===== src/design/trial_division_primality_defines.svh =====
// ----------------------------------------------------------------------------
// Assertion macros for the trial division primality tester
// Clocked property checks with and without a reset disable.
// ----------------------------------------------------------------------------
`ifndef TRIAL_DIVISION_PRIMALITY_DEFINES_SVH
`define TRIAL_DIVISION_PRIMALITY_DEFINES_SVH

`ifndef SYNTHESIS

`define TDP_ASSERT(lbl, clk, rst, prop, msg) \
   lbl: assert property (@(posedge clk) disable iff (rst) prop) else $error(msg);

`define TDP_ASSERT_ALWAYS(lbl, clk, prop, msg) \
   lbl: assert property (@(posedge clk) prop) else $error(msg);

`else

`define TDP_ASSERT(lbl, clk, rst, prop, msg)

`define TDP_ASSERT_ALWAYS(lbl, clk, prop, msg)

`endif

`endif


===== src/design/tdp_pkg.sv =====
// ----------------------------------------------------------------------------
// Trial division primality package
// Sequencer states, divider status and the fixed divisor constants.
// ----------------------------------------------------------------------------
package tdp_pkg;

   // first trial divisor of the 6k +/- 1 walk and its step
   localparam int FACTOR_THREE  = 3;
   localparam int FIRST_DIVISOR = 5;
   localparam int PAIR_OFFSET   = 2;
   localparam int DIVISOR_STEP  = 6;

   typedef enum logic [2:0] {
      ST_IDLE,
      ST_DIV_THREE,
      ST_DIV_LOW,
      ST_DIV_HIGH,
      ST_EMIT
   } state_type;

   typedef struct packed {
      logic busy;
      logic done;
   } div_status_type;

endpackage


===== src/design/tdp_req_if.sv =====
// ----------------------------------------------------------------------------
// Candidate channel
// Valid/ready channel that carries one candidate value per beat.
// ----------------------------------------------------------------------------
interface tdp_req_if #(
   parameter int VALUE_BITS = 48
);
   logic                  valid;
   logic                  ready;
   logic [VALUE_BITS-1:0] candidate;

   modport source (output valid, output candidate, input ready);
   modport sink   (input valid, input candidate, output ready);
endinterface


===== src/design/tdp_rsp_if.sv =====
// ----------------------------------------------------------------------------
// Verdict channel
// Valid/ready channel that carries one prime flag per beat.
// ----------------------------------------------------------------------------
interface tdp_rsp_if;
   logic valid;
   logic ready;
   logic prime_flag;

   modport source (output valid, output prime_flag, input ready);
   modport sink   (input valid, input prime_flag, output ready);
endinterface


===== src/design/tdp_divider.sv =====
// ----------------------------------------------------------------------------
// Bit-serial divider
// Restoring radix-2 divider, one quotient bit per cycle, quotient and
// remainder held after the done pulse until the next start.
// ----------------------------------------------------------------------------
`include "trial_division_primality_defines.svh"

module tdp_divider #(
   parameter int VALUE_BITS = 48
) (
   input  logic                   clock,
   input  logic                   reset,
   input  logic                   start,
   input  logic [VALUE_BITS-1:0]  dividend,
   input  logic [VALUE_BITS-1:0]  divisor,
   output tdp_pkg::div_status_type status,
   output logic [VALUE_BITS-1:0]  quotient,
   output logic [VALUE_BITS-1:0]  remainder
);
   import tdp_pkg::*;

   localparam int CNT_BITS = $clog2(VALUE_BITS + 1);

   logic [VALUE_BITS-1:0] rem_ff, rem_in;
   logic [VALUE_BITS-1:0] dq_ff, dq_in;
   logic [VALUE_BITS-1:0] divisor_ff;
   logic [CNT_BITS-1:0]   count_ff, count_in;
   logic                  busy_ff, busy_in;
   logic                  done_ff, done_in;

   logic [VALUE_BITS:0]   shifted;
   logic [VALUE_BITS:0]   diff;
   logic                  fits;

   // bring down the next dividend bit and try the subtract
   assign shifted = {rem_ff, dq_ff[VALUE_BITS-1]};
   assign diff    = shifted - {1'b0, divisor_ff};
   assign fits    = shifted >= {1'b0, divisor_ff};

   always_comb begin
      rem_in   = rem_ff;
      dq_in    = dq_ff;
      count_in = count_ff;
      busy_in  = busy_ff;
      done_in  = 1'b0;
      if (start) begin
         rem_in   = '0;
         dq_in    = dividend;
         count_in = CNT_BITS'(VALUE_BITS);
         busy_in  = 1'b1;
      end else if (busy_ff) begin
         rem_in   = fits ? diff[VALUE_BITS-1:0] : shifted[VALUE_BITS-1:0];
         dq_in    = {dq_ff[VALUE_BITS-2:0], fits};
         count_in = count_ff - CNT_BITS'(1);
         if (count_ff == CNT_BITS'(1)) begin
            busy_in = 1'b0;
            done_in = 1'b1;
         end
      end
   end

   always_ff @(posedge clock) begin
      if (reset) begin
         busy_ff  <= 1'b0;
         done_ff  <= 1'b0;
         count_ff <= '0;
      end else begin
         busy_ff  <= busy_in;
         done_ff  <= done_in;
         count_ff <= count_in;
      end
   end

   always_ff @(posedge clock) begin
      rem_ff <= rem_in;
      dq_ff  <= dq_in;
      if (start) begin
         divisor_ff <= divisor;
      end
   end

   assign status.busy = busy_ff;
   assign status.done = done_ff;
   assign quotient    = dq_ff;
   assign remainder   = rem_ff;

   `TDP_ASSERT(a_rem_below_divisor, clock, reset, done_ff |-> (rem_ff < divisor_ff), "remainder not below divisor")
   `TDP_ASSERT(a_start_when_free, clock, reset, start |-> !busy_ff, "divider started while busy")
   `TDP_ASSERT(a_done_pulse, clock, reset, done_ff |=> !done_ff, "done held longer than one cycle")
   `TDP_ASSERT(a_busy_count, clock, reset, busy_ff |-> (count_ff != '0), "busy with empty bit count")

endmodule


===== src/design/trial_division_primality.sv =====
// ----------------------------------------------------------------------------
// Trial division primality tester
// Flags each candidate as prime or not by trial division over 6k +/- 1.
// ----------------------------------------------------------------------------
// One candidate is taken per request beat and one prime flag leaves per
// response beat. Candidates 0 through 3 and even values skip the divider.
// Anything else runs through a bit-serial divider, one trial remainder at
// a time: one division by 3, then divisions by d and d + 2 for
// d = 5, 11, 17, ... while d <= candidate / d. A finished flag sits in an
// output register, so a new candidate is taken as soon as the flag is
// parked there. No warm-up after reset.
`include "trial_division_primality_defines.svh"

module trial_division_primality #(
   parameter int VALUE_BITS = 48
) (
   input  logic      clock,
   input  logic      reset,
   tdp_req_if.sink   req_chan,
   tdp_rsp_if.source rsp_chan
);
   import tdp_pkg::*;

   state_type             state_ff, state_in;
   logic [VALUE_BITS-1:0] value_ff;
   logic [VALUE_BITS-1:0] divisor_ff, divisor_in;
   logic                  flag_ff, flag_in;
   logic                  rsp_valid_ff;
   logic                  rsp_flag_ff;

   logic                  req_fire;
   logic                  out_free;
   logic                  fast_path;
   logic                  small_prime;
   logic                  div_start;
   logic [VALUE_BITS-1:0] div_dividend;
   logic [VALUE_BITS-1:0] div_divisor;
   logic                  load_divisor;
   logic                  emit;
   div_status_type        div_status;
   logic [VALUE_BITS-1:0] div_quotient;
   logic [VALUE_BITS-1:0] div_remainder;
   logic                  rem_zero;
   logic                  bound_hit;

   assign req_fire = req_chan.valid && req_chan.ready;
   assign out_free = !rsp_valid_ff || rsp_chan.ready;

   // 0..3 and even values need no division
   assign small_prime = (req_chan.candidate == VALUE_BITS'(PAIR_OFFSET))
                     || (req_chan.candidate == VALUE_BITS'(FACTOR_THREE));
   assign fast_path   = (req_chan.candidate <= VALUE_BITS'(FACTOR_THREE))
                     || !req_chan.candidate[0];

   assign rem_zero  = (div_remainder == '0);
   assign bound_hit = divisor_ff > div_quotient;

   assign div_dividend = (state_ff == ST_IDLE) ? req_chan.candidate : value_ff;

   tdp_divider #(
      .VALUE_BITS (VALUE_BITS)
   ) u_divider (
      .clock     (clock),
      .reset     (reset),
      .start     (div_start),
      .dividend  (div_dividend),
      .divisor   (div_divisor),
      .status    (div_status),
      .quotient  (div_quotient),
      .remainder (div_remainder)
   );

   always_comb begin
      state_in = state_ff;
      unique case (state_ff)
         ST_IDLE: begin
            if (req_fire) begin
               state_in = fast_path ? ST_EMIT : ST_DIV_THREE;
            end
         end
         ST_DIV_THREE: begin
            if (div_status.done) begin
               state_in = rem_zero ? ST_EMIT : ST_DIV_LOW;
            end
         end
         ST_DIV_LOW: begin
            if (div_status.done) begin
               state_in = (bound_hit || rem_zero) ? ST_EMIT : ST_DIV_HIGH;
            end
         end
         ST_DIV_HIGH: begin
            if (div_status.done) begin
               state_in = rem_zero ? ST_EMIT : ST_DIV_LOW;
            end
         end
         ST_EMIT: begin
            if (out_free) begin
               state_in = ST_IDLE;
            end
         end
         default: state_in = ST_IDLE;
      endcase
   end

   always_comb begin
      div_start    = 1'b0;
      div_divisor  = VALUE_BITS'(FACTOR_THREE);
      load_divisor = 1'b0;
      divisor_in   = divisor_ff;
      flag_in      = flag_ff;
      emit         = 1'b0;
      unique case (state_ff)
         ST_IDLE: begin
            if (req_fire) begin
               flag_in   = small_prime;
               div_start = !fast_path;
            end
         end
         ST_DIV_THREE: begin
            if (div_status.done) begin
               if (rem_zero) begin
                  flag_in = 1'b0;
               end else begin
                  div_start    = 1'b1;
                  div_divisor  = VALUE_BITS'(FIRST_DIVISOR);
                  load_divisor = 1'b1;
                  divisor_in   = VALUE_BITS'(FIRST_DIVISOR);
               end
            end
         end
         ST_DIV_LOW: begin
            if (div_status.done) begin
               if (bound_hit) begin
                  flag_in = 1'b1;
               end else if (rem_zero) begin
                  flag_in = 1'b0;
               end else begin
                  div_start   = 1'b1;
                  div_divisor = divisor_ff + VALUE_BITS'(PAIR_OFFSET);
               end
            end
         end
         ST_DIV_HIGH: begin
            if (div_status.done) begin
               if (rem_zero) begin
                  flag_in = 1'b0;
               end else begin
                  div_start    = 1'b1;
                  div_divisor  = divisor_ff + VALUE_BITS'(DIVISOR_STEP);
                  load_divisor = 1'b1;
                  divisor_in   = divisor_ff + VALUE_BITS'(DIVISOR_STEP);
               end
            end
         end
         ST_EMIT: begin
            emit = out_free;
         end
         default: emit = 1'b0;
      endcase
   end

   always_ff @(posedge clock) begin
      if (reset) begin
         state_ff     <= ST_IDLE;
         rsp_valid_ff <= 1'b0;
      end else begin
         state_ff <= state_in;
         if (emit) begin
            rsp_valid_ff <= 1'b1;
         end else if (rsp_chan.ready) begin
            rsp_valid_ff <= 1'b0;
         end
      end
   end

   always_ff @(posedge clock) begin
      flag_ff <= flag_in;
      if (req_fire) begin
         value_ff <= req_chan.candidate;
      end
      if (load_divisor) begin
         divisor_ff <= divisor_in;
      end
      if (emit) begin
         rsp_flag_ff <= flag_ff;
      end
   end

   assign req_chan.ready      = (state_ff == ST_IDLE);
   assign rsp_chan.valid      = rsp_valid_ff;
   assign rsp_chan.prime_flag = rsp_flag_ff;

   `TDP_ASSERT(a_div_running, clock, reset, ((state_ff == ST_DIV_THREE) || (state_ff == ST_DIV_LOW) || (state_ff == ST_DIV_HIGH)) |-> (div_status.busy || div_status.done), "waiting on an idle divider")
   `TDP_ASSERT(a_divisor_odd, clock, reset, (state_ff == ST_DIV_LOW) |-> divisor_ff[0], "even trial divisor")
   `TDP_ASSERT(a_prime_odd, clock, reset, ((state_ff == ST_EMIT) && flag_ff) |-> (value_ff[0] || (value_ff == VALUE_BITS'(PAIR_OFFSET))), "even value flagged prime")
   `TDP_ASSERT(a_emit_slot, clock, reset, emit |=> rsp_valid_ff, "verdict lost on the way out")

endmodule

===== src/flat_wrapper.sv =====
// flat-port wrapper written by rule: the top's interface ports become plain ports
module trial_division_primality_flat import tdp_pkg::*;
#(
   parameter int VALUE_BITS = 48
)
  (clock, reset, req_chan_valid, req_chan_candidate, req_chan_ready, rsp_chan_valid, rsp_chan_prime_flag, rsp_chan_ready);
  tdp_req_if #(.VALUE_BITS(VALUE_BITS)) req_chan_i ();
  tdp_rsp_if rsp_chan_i ();
  input  logic clock;
  input  logic reset;
  input wire logic [$bits(req_chan_i.valid)-1:0] req_chan_valid;
  input wire logic [$bits(req_chan_i.candidate)-1:0] req_chan_candidate;
  output wire logic [$bits(req_chan_i.ready)-1:0] req_chan_ready;
  output wire logic [$bits(rsp_chan_i.valid)-1:0] rsp_chan_valid;
  output wire logic [$bits(rsp_chan_i.prime_flag)-1:0] rsp_chan_prime_flag;
  input wire logic [$bits(rsp_chan_i.ready)-1:0] rsp_chan_ready;
  assign req_chan_i.valid = req_chan_valid;
  assign req_chan_i.candidate = req_chan_candidate;
  assign req_chan_ready = req_chan_i.ready;
  assign rsp_chan_valid = rsp_chan_i.valid;
  assign rsp_chan_prime_flag = rsp_chan_i.prime_flag;
  assign rsp_chan_i.ready = rsp_chan_ready;
  trial_division_primality #(.VALUE_BITS(VALUE_BITS)) u_core (.clock(clock), .reset(reset), .req_chan(req_chan_i), .rsp_chan(rsp_chan_i));
endmodule

===== config.mk =====
export PLATFORM = sky130hd
export DESIGN_NAME = trial_division_primality_flat
export DESIGN_NICKNAME = d
export VERILOG_FILES = /design/src/design/tdp_pkg.sv /design/src/design/tdp_req_if.sv /design/src/design/tdp_rsp_if.sv /design/src/design/tdp_divider.sv /design/src/design/trial_division_primality.sv /design/src/flat_wrapper.sv
export VERILOG_INCLUDE_DIRS = /design/src /design/src/design
export SDC_FILE = /design/constraint.sdc
export NUM_CORES = 1
export LEC_CHECK = 0
export ABC_AREA = 0
export BUFFER_PORTS_ARGS = -buffer_cell sky130_fd_sc_hd__buf_2
export CORE_MARGIN = 2
export CORE_UTILIZATION = 38
export CTS_BUF_LIST = sky130_fd_sc_hd__clkbuf_8
export DETAILED_ROUTE_END_ITERATION = 16
export GPL_TIMING_DRIVEN = 0
export MAX_ROUTING_LAYER = met4
export SYNTH_ARGS = -nofsm -noshare
export SYNTH_HDL_FRONTEND = slang
export SYNTH_SLANG_ARGS = --single-unit

===== constraint.sdc =====
create_clock -name clock -period 4.6 [get_ports clock]
set_input_delay 0 -clock clock [delete_from_list [all_inputs] [get_ports clock]]
set_output_delay 0 -clock clock [all_outputs]
set_load 0.05 [all_outputs]

Word level (Yosys, flattened, before mapping)
Cells that the tools add are included.
{ "word_totals": {"ff_bits": 254, "inputBits": 52, "output_inout_bits": 3, "elab_cells": 103} }
{ "op_classes": {"add_sub_neg": 4, "n_lt_le_gt_ge": 3, "n_eq_ne": 15, "mux": 47, "bitwise_logic": 1, "reduce_logical": 20} }
{ "op_table": {"columns": ["operator", "n"], "rows": [
  ["$mux W48", 14],
  ["$pmux W48 S3", 1],
  ["$eq A48 B2 Y1 const B", 2],
  ["$pmux W48 S2", 1],
  ["$ge A49 B48 Y1", 1],
  ["$add A48 B2 Y48 const B", 1],
  ["$add A48 B3 Y48 const B", 1],
  ["$gt A48 B48 Y1", 1],
  ["$le A48 B2 Y1 const B", 1],
  ["$logic_not A48 Y1", 1],
  ["$sub A48 B48 Y48", 1],
  ["$mux W3", 8],
  ["$mux W1", 18],
  ["$mux W6", 2],
  ["$ne A2 B2 Y1 const B", 6],
  ["$pmux W3 S4", 1],
  ["$reduce_and A4 Y1", 2],
  ["$eq A3 B2 Y1 const B", 2],
  ["$eq A6 B1 Y1 const B", 1],
  ["$pmux W1 S3", 2],
  ["$reduce_and A6 Y1", 1],
  ["$reduce_bool A2 Y1", 3],
  ["$sub A6 B1 Y6 const B", 1],
  ["$logic_or A1 B1 Y1", 4],
  ["other kinds (10)", 14]
]} }

Logic depth before layout (Yosys ltp)
{ "depth": {"word_depth": 6, "mapped_depth": 15, "ltp_nobuf": 12} }

Modules after synthesis
Synthesis repeated with hierarchy kept, for this count alone.
{ "hier_totals": {"hier_cells": 1703, "area_unflattened_um2": 16641.0} }
{ "by_module_without_submodules": {"columns": ["mod", "n_inst", "cells_each", "area_per_inst_um2", "seq_area_each_um2"], "rows": [
  ["tdp_divider", 1, 904, 8899.8, 4003.8],
  ["trial_division_primality", 1, 799, 7741.2, 2992.9]
]} }

Worst setup path before layout
OpenSTA, ideal clock, no wires.
{ "synth_timing": {"path_type": "register to register", "from": "register u_core.state_ff[0]", "to": "register u_core.u_divider.dq_ff[0] (netlist: u_core.u_divider.quotient[0]) (enable)", "setup_time_ps": 413, "arrival_time_ps": 3660, "t_required_ps": 4187, "path_slack_ps": 526, "stages_incl_launch_ff": 9, "n_path_buf": 2, "synth_period_minus_slack_ps": 4074, "path_cell_list": "dfxtp_1 nor3_1 clkbuf_1 and2_1 nand3_1 nand2_1 a31oi_2 buf_2 nand2b_1"} }
{ "synth_between": {"elab_chain_len": 5, "elab_cells_between_ends": 9, "cone_classes": "eq/ne (3); mux (2); reduce/logical (4)"} }
{ "synth_lines": {"columns": ["element", "line_no", "text"], "rows": [
  ["start, declared", "trial_division_primality.sv:24", "state_type state_ff, state_in;"],
  ["start signal, assigned", "trial_division_primality.sv:167", "state_ff <= state_in;"],
  ["$logic_not A3 Y1", "trial_division_primality.sv:189", "assign req_chan.ready = (state_ff == ST_IDLE);"],
  ["$logic_and A1 B1 Y1", "trial_division_primality.sv:46", "assign req_fire = req_chan.valid && req_chan.ready;"],
  ["named net u_core.req_fire", "trial_division_primality.sv:31", "logic req_fire;"],
  ["$mux W1", "trial_division_primality.sv:114", "if (req_fire) begin"],
  ["$pmux W1 S3", "trial_division_primality.sv:112", "unique case (state_ff)"],
  ["$reduce_bool A2 Y1 (no source line)", null, null],
  ["end signal, assigned", "tdp_divider.sv:76", "dq_ff <= dq_in;"],
  ["end, declared", "tdp_divider.sv:25", "logic [VALUE_BITS-1:0] dq_ff, dq_in;"]
]} }
The timed path passes the listed nets, and every way through them passes these cells.
A chain may end at the register's enable or synchronous reset.

Worst setup path in the final report
{ "layout_timing": {"from": "register u_core.divisor_ff[43]", "to": "register u_core.u_divider.dq_ff[44] (netlist: u_core.u_divider.quotient[44]) (enable)"} }
{ "layout_between": {"elab_chain_len": 5} }
{ "layout_lines": {"columns": ["element", "line_no", "text"], "rows": [
  ["start, declared", "trial_division_primality.sv:26", "logic [VALUE_BITS-1:0] divisor_ff, divisor_in;"],
  ["start signal, assigned", "trial_division_primality.sv:182", "divisor_ff <= divisor_in;"],
  ["$gt A48 B48 Y1", "trial_division_primality.sv:56", "assign bound_hit = divisor_ff > div_quotient;"],
  ["$mux W1", "trial_division_primality.sv:133", "if (bound_hit) begin"],
  ["$mux W1", "trial_division_primality.sv:132", "if (div_status.done) begin"],
  ["$pmux W1 S3", "trial_division_primality.sv:112", null],
  ["$reduce_bool A2 Y1 (no source line)", null, null]
]} }
Every way passes these cells.

==> flow_summary.html <==
<table>
<tr><th>Metric</th><th>Value</th></tr>
<tr><th colspan="2">Final layout</th></tr>
<tr><td>Net total in the final layout</td><td>2121</td></tr>
<tr><td>Share of cells above drive strength 1</td><td>8.29%</td></tr>
<tr><td>Number of standard cells in the final layout excluding fillers</td><td>2588</td></tr>
<tr><td>Synthesis-to-layout area growth</td><td>15.5%</td></tr>
<tr><td>Antenna fix cells</td><td>0</td></tr>
<tr><td>Post-layout util</td><td>44.5%</td></tr>
<tr><td>Design area</td><td>19100 sq um</td></tr>
<tr><th colspan="2">Flow run</th></tr>
<tr><td>Number of violations of the max-capacitance limit</td><td>0</td></tr>
<tr><th colspan="2">STA</th></tr>
<tr><td>Setup repair after global routing missed its margin</td><td>no</td></tr>
<tr><td>Normalized max-slew margin</td><td>25.8%</td></tr>
<tr><td>Final clock skew</td><td>29.9 ps</td></tr>
<tr><td>Endpoints failing setup</td><td>0</td></tr>
<tr><td>Setup WS post-layout</td><td>282 ps</td></tr>
<tr><td>Final max-slew violation count</td><td>0</td></tr>
<tr><td>Slew at the pin closest to its max-slew limit</td><td>1100 ps</td></tr>
<tr><td>Final critical delay including setup and external delays</td><td>4320 ps</td></tr>
<tr><td>Count of final hold-check violations</td><td>0</td></tr>
<tr><td>Tcrit/Tclk final</td><td>93.9%</td></tr>
<tr><td>Max Fclk</td><td>232 MHz</td></tr>
<tr><th colspan="2">Clock tree</th></tr>
<tr><td>Num CTS Buffers</td><td>44</td></tr>
<tr><td>Master cell of the clock root buffer</td><td>sky130_fd_sc_hd__clkbuf_8</td></tr>
<tr><td>Clock Path Buffers</td><td>3</td></tr>
<tr><td>H-tree Lvls</td><td>2</td></tr>
<tr><td>CTS tree</td><td>built</td></tr>
<tr><td>Clock insertion delay at the later pin of the skew report</td><td>580 ps</td></tr>
<tr><td>Clock-pin slew on the worst setup and hold paths</td><td>70 ps</td></tr>
<tr><td>Number of clock sinks</td><td>253</td></tr>
<tr><th colspan="2">Global route</th></tr>
<tr><td>Via count of the first global-routing pass</td><td>14000</td></tr>
<tr><td>Global-route wire length before repair</td><td>78100 um</td></tr>
<tr><td>Initial antenna violation count</td><td>0</td></tr>
<tr><td>Overall fraction of global-route tracks in use</td><td>23.1%</td></tr>
<tr><td>Largest net degree at the start of global routing</td><td>58</td></tr>
<tr><td>Leftover overflow at the end of global routing</td><td>0</td></tr>
<tr><th colspan="2">Worst setup path</th></tr>
<tr><td>Req. time, crit path</td><td>4850 ps</td></tr>
<tr><td>Worst endpoint data arrival time</td><td>4570 ps</td></tr>
<tr><td>R2R Path Start</td><td>u_core.divisor_ff[43]</td></tr>
<tr><td>Worst reg2reg endpoint</td><td>u_core.u_divider.quotient[44]</td></tr>
<tr><td>Buf/Inv on CP</td><td>2</td></tr>
<tr><td>Depth of the most critical reg-to-reg path</td><td>11</td></tr>
<tr><td>Reg2reg setup slack</td><td>280 ps</td></tr>
<tr><td>Critical Path Max Stage Delay</td><td>550 ps</td></tr>
<tr><td>Gate family responsible for the most delay along the worst path</td><td>simple AND/OR/NAND/NOR gates</td></tr>
<tr><td>Critical-path top delay cell</td><td>sky130_fd_sc_hd__edfxtp_1</td></tr>
<tr><td>WS Path Type</td><td>reg2reg</td></tr>
<tr><td>Type of destination of the critical path</td><td>flip-flop</td></tr>
<tr><td>Max FO, Critical Path</td><td>39</td></tr>
<tr><td>Cell chain of the critical path</td><td>ha_1 &gt; nand4_1 &gt; nor4_4 &gt; nand4_2 &gt; nor2b_1 &gt; a32o_1 &gt; a21oi_1 &gt; a31oi_4 &gt; buf_2 &gt; nand2b_2 &gt; buf_12</td></tr>
<tr><td>Startpoint type of the worst setup path</td><td>flip-flop</td></tr>
<tr><th colspan="2">Synthesis</th></tr>
<tr><td>Count of flip-flops with a built-in enable after synthesis</td><td>193</td></tr>
<tr><td>Share of the yosys chip area belonging to registers</td><td>42.3%</td></tr>
<tr><td>Share of flip-flops with an asynchronous set or reset</td><td>0%</td></tr>
<tr><td>Most frequent cells after synthesis</td><td>sky130_fd_sc_hd__nor2_1, sky130_fd_sc_hd__edfxtp_1, sky130_fd_sc_hd__nand2_1, sky130_fd_sc_hd__a21oi_1, sky130_fd_sc_hd__inv_1</td></tr>
<tr><td>Largest area contributor in the netlist</td><td>sky130_fd_sc_hd__edfxtp_1</td></tr>
<tr><td>Area share of the largest cell type after synthesis</td><td>35.0%</td></tr>
<tr><td>Synthesis Warnings</td><td>0</td></tr>
<tr><td>Most instantiated library cell after synthesis</td><td>sky130_fd_sc_hd__nor2_1</td></tr>
<tr><td>Register bit count reported by yosys</td><td>253</td></tr>
<tr><td>Number of instances in the synthesized netlist</td><td>1815</td></tr>
<tr><td>Mean instance size in the synthesized netlist</td><td>9.11 sq um</td></tr>
<tr><td>Largest cells by area after synthesis</td><td>sky130_fd_sc_hd__edfxtp_1, sky130_fd_sc_hd__ha_1, sky130_fd_sc_hd__dfxtp_1</td></tr>
<tr><td>Cell area after technology mapping</td><td>16500 sq um</td></tr>
<tr><td>Main synth FF type</td><td>sky130_fd_sc_hd__edfxtp_1</td></tr>
<tr><td>Syn nets</td><td>1967</td></tr>
<tr><td>Count of different cell masters after synthesis</td><td>80</td></tr>
<tr><th colspan="2">Routing</th></tr>
<tr><td>Via Count</td><td>14000</td></tr>
<tr><td>Detailed-route DRC error count</td><td>0</td></tr>
<tr><td>Number of iterations in the first detailed-routing pass</td><td>5</td></tr>
<tr><td>Average routed wire per standard cell</td><td>19.3 um</td></tr>
<tr><td>Remaining number of nets flagged by the antenna check after routing</td><td>0</td></tr>
<tr><td>1st-iter DRT viols</td><td>916</td></tr>
<tr><td>Average vias per placed instance</td><td>5.42</td></tr>
<tr><td>Total routed wirelength</td><td>50000 um</td></tr>
<tr><th colspan="2">Placement</th></tr>
<tr><td>Number of buffers inserted by port buffering</td><td>54</td></tr>
<tr><td>Cell area after placement</td><td>17600 sq um</td></tr>
<tr><td>Final RePlAce weighted congestion</td><td>0.944</td></tr>
<tr><td># placed instances</td><td>2457</td></tr>
<tr><td>Hpwl dp</td><td>38100 um</td></tr>
<tr><td>Pre-CTS setup slack</td><td>-364 ps</td></tr>
<tr><th colspan="2">Floorplan</th></tr>
<tr><td>Horiz. Die Dim</td><td>213 um</td></tr>
<tr><td>Area of the core</td><td>43000 sq um</td></tr>
<tr><td>Full die area</td><td>45200 sq um</td></tr>
<tr><td>Chip height</td><td>213 um</td></tr>
<tr><td>Row count</td><td>76</td></tr>
<tr><td>Number of top-level pins</td><td>55</td></tr>
<tr><td>Initial core utilization</td><td>38.5%</td></tr>
<tr><th colspan="2">Pwr</th></tr>
<tr><td>Peak supply drop</td><td>0.000261 V</td></tr>
<tr><td>Leakage power total</td><td>7.61 nW</td></tr>
<tr><td>Power density over cell area</td><td>448 nW/um^2</td></tr>
<tr><td>Power Total</td><td>8.56 mW</td></tr>
<tr><th colspan="2">Worst hold path</th></tr>
<tr><td>Start point of the worst hold path</td><td>req_chan_candidate[13]</td></tr>
<tr><td>Number of cells on the worst hold path</td><td>2</td></tr>
<tr><td>End point of the most critical hold path</td><td>u_core.value_ff[13]</td></tr>
<tr><td>Min-Delay Path Class</td><td>in2reg</td></tr>
<tr><th colspan="2">Status</th></tr>
<tr><td>Result of the run</td><td>finished clean</td></tr>
</table>
flip-flops by register name, summed over array words and instances (netlist names):
signal	flops
u_core.divisor_ff	47
u_core.flag_ff	1
u_core.rsp_chan.prime_flag	1
u_core.rsp_chan.valid	1
u_core.state_ff	3
u_core.u_divider.busy_ff	1
u_core.u_divider.count_ff	6
u_core.u_divider.divisor_ff	48
u_core.u_divider.done_ff	1
u_core.u_divider.quotient	48
u_core.u_divider.remainder	48
u_core.value_ff	48
what timing repair did:
action                     CTS  global route
hold buffers                51             0
setup endpoints to repair   65            90
hold endpoints to repair   103             0
resized for setup            3             4
setup buffers                0             0
worst max-delay path by stage:
stage / endpoint / from / slack [ps] / depth (start not counted)
after global routing: u_core.u_divider.quotient[39] / u_core.divisor_ff[1] / 70 / 13
after CTS: u_core.u_divider.quotient[40] / u_core.divisor_ff[43] / 70 / 11
after detailed placement: u_core.u_divider.divisor_ff[38] / u_core.divisor_ff[41] / -360 / 10
final: u_core.u_divider.quotient[44] / u_core.divisor_ff[43] / 280 / 11
after floorplan: u_core.u_divider.quotient[0] / u_core.state_ff[0] / 530 / 8
after global placement: u_core.u_divider.quotient[40] / u_core.state_ff[0] / -1330 / 8
layout by cell type, fill, tap and decap left out, types with 6 or more instances in the layout:
cell                              n
sky130_fd_sc_hd__a21oi_1        146
sky130_fd_sc_hd__clkinv_1         9
sky130_fd_sc_hd__a21o_1          28
sky130_fd_sc_hd__nand2b_1        13
sky130_fd_sc_hd__buf_2           61
sky130_fd_sc_hd__clkbuf_8        47
sky130_fd_sc_hd__dfxtp_1         60
sky130_fd_sc_hd__nand3_1         43
sky130_fd_sc_hd__nor3_1          41
sky130_fd_sc_hd__o32ai_1         11
sky130_fd_sc_hd__and2_1           7
sky130_fd_sc_hd__mux2i_1         70
sky130_fd_sc_hd__ha_1            99
sky130_fd_sc_hd__a211oi_1        22
sky130_fd_sc_hd__o21ai_0        108
sky130_fd_sc_hd__dlygate4sd3_1   51
sky130_fd_sc_hd__nand4_1         51
sky130_fd_sc_hd__inv_1          132
sky130_fd_sc_hd__nor4_1          33
sky130_fd_sc_hd__nor2_1         208
sky130_fd_sc_hd__nand3b_1         7
sky130_fd_sc_hd__or3_1            9
sky130_fd_sc_hd__nor2b_1         13
sky130_fd_sc_hd__a31oi_1         11
sky130_fd_sc_hd__o211ai_1        11
sky130_fd_sc_hd__bufinv_16        7
sky130_fd_sc_hd__xnor2_1         62
sky130_fd_sc_hd__and3_1           9
sky130_fd_sc_hd__or2_2            6
sky130_fd_sc_hd__nand2_1        167
sky130_fd_sc_hd__xor2_1          59
sky130_fd_sc_hd__edfxtp_1       193
sky130_fd_sc_hd__o21bai_1         7
sky130_fd_sc_hd__clkbuf_1        75
per-layer routing:
metal / track usage [%] / wire, um
met2: 37.4 / 23400
met4: 9.38 / 1970
met3: 2.69 / 2350
met5: - / 0
met1: 29.4 / 22300
area by class of cell:
type                       instances  area, sq um
fill                            4305        23900
multi-input combinational       1345         8710
sequential                       253         7000
timing repair buffer             108          841
tap                              585          732
clock buffer                      47          647
inverter                         122          458
buffer                            95          405
clock inverter                    33          319
report_power, final:
part	switching (mW)	internal, mW
Sequential	0.241	2.76
Clock	0.959	1.34
Combinational	1.97	1.30
stage by stage:
stage          hold WS [ps]  setup TNS, ps
6_report                172              0
5_1_grt                 156              0
4_1_cts                 142              0
3_5_place_dp            210         -19890
3_3_place_gp            207         -91180
2_1_floorplan          76.7              0
cell families (layout without fill, tap and decap cells):
family | Yosys count | in the layout | share of synthesized area, %
buffers and inverters | 217 | 405 | 5.17
xor gates and xnor gates | 121 | 121 | 6.41
muxes | 75 | 75 | 4.58
AOI/OAI and AO/OA | 420 | 420 | 16.1
DFF | 253 | 253 | 42.3
and+or+nand+nor | 628 | 628 | 17.8
adders and majority gates | 100 | 100 | 7.61
other | 1 | 1 | 0.0227
(Power assumes the default switching activity.)
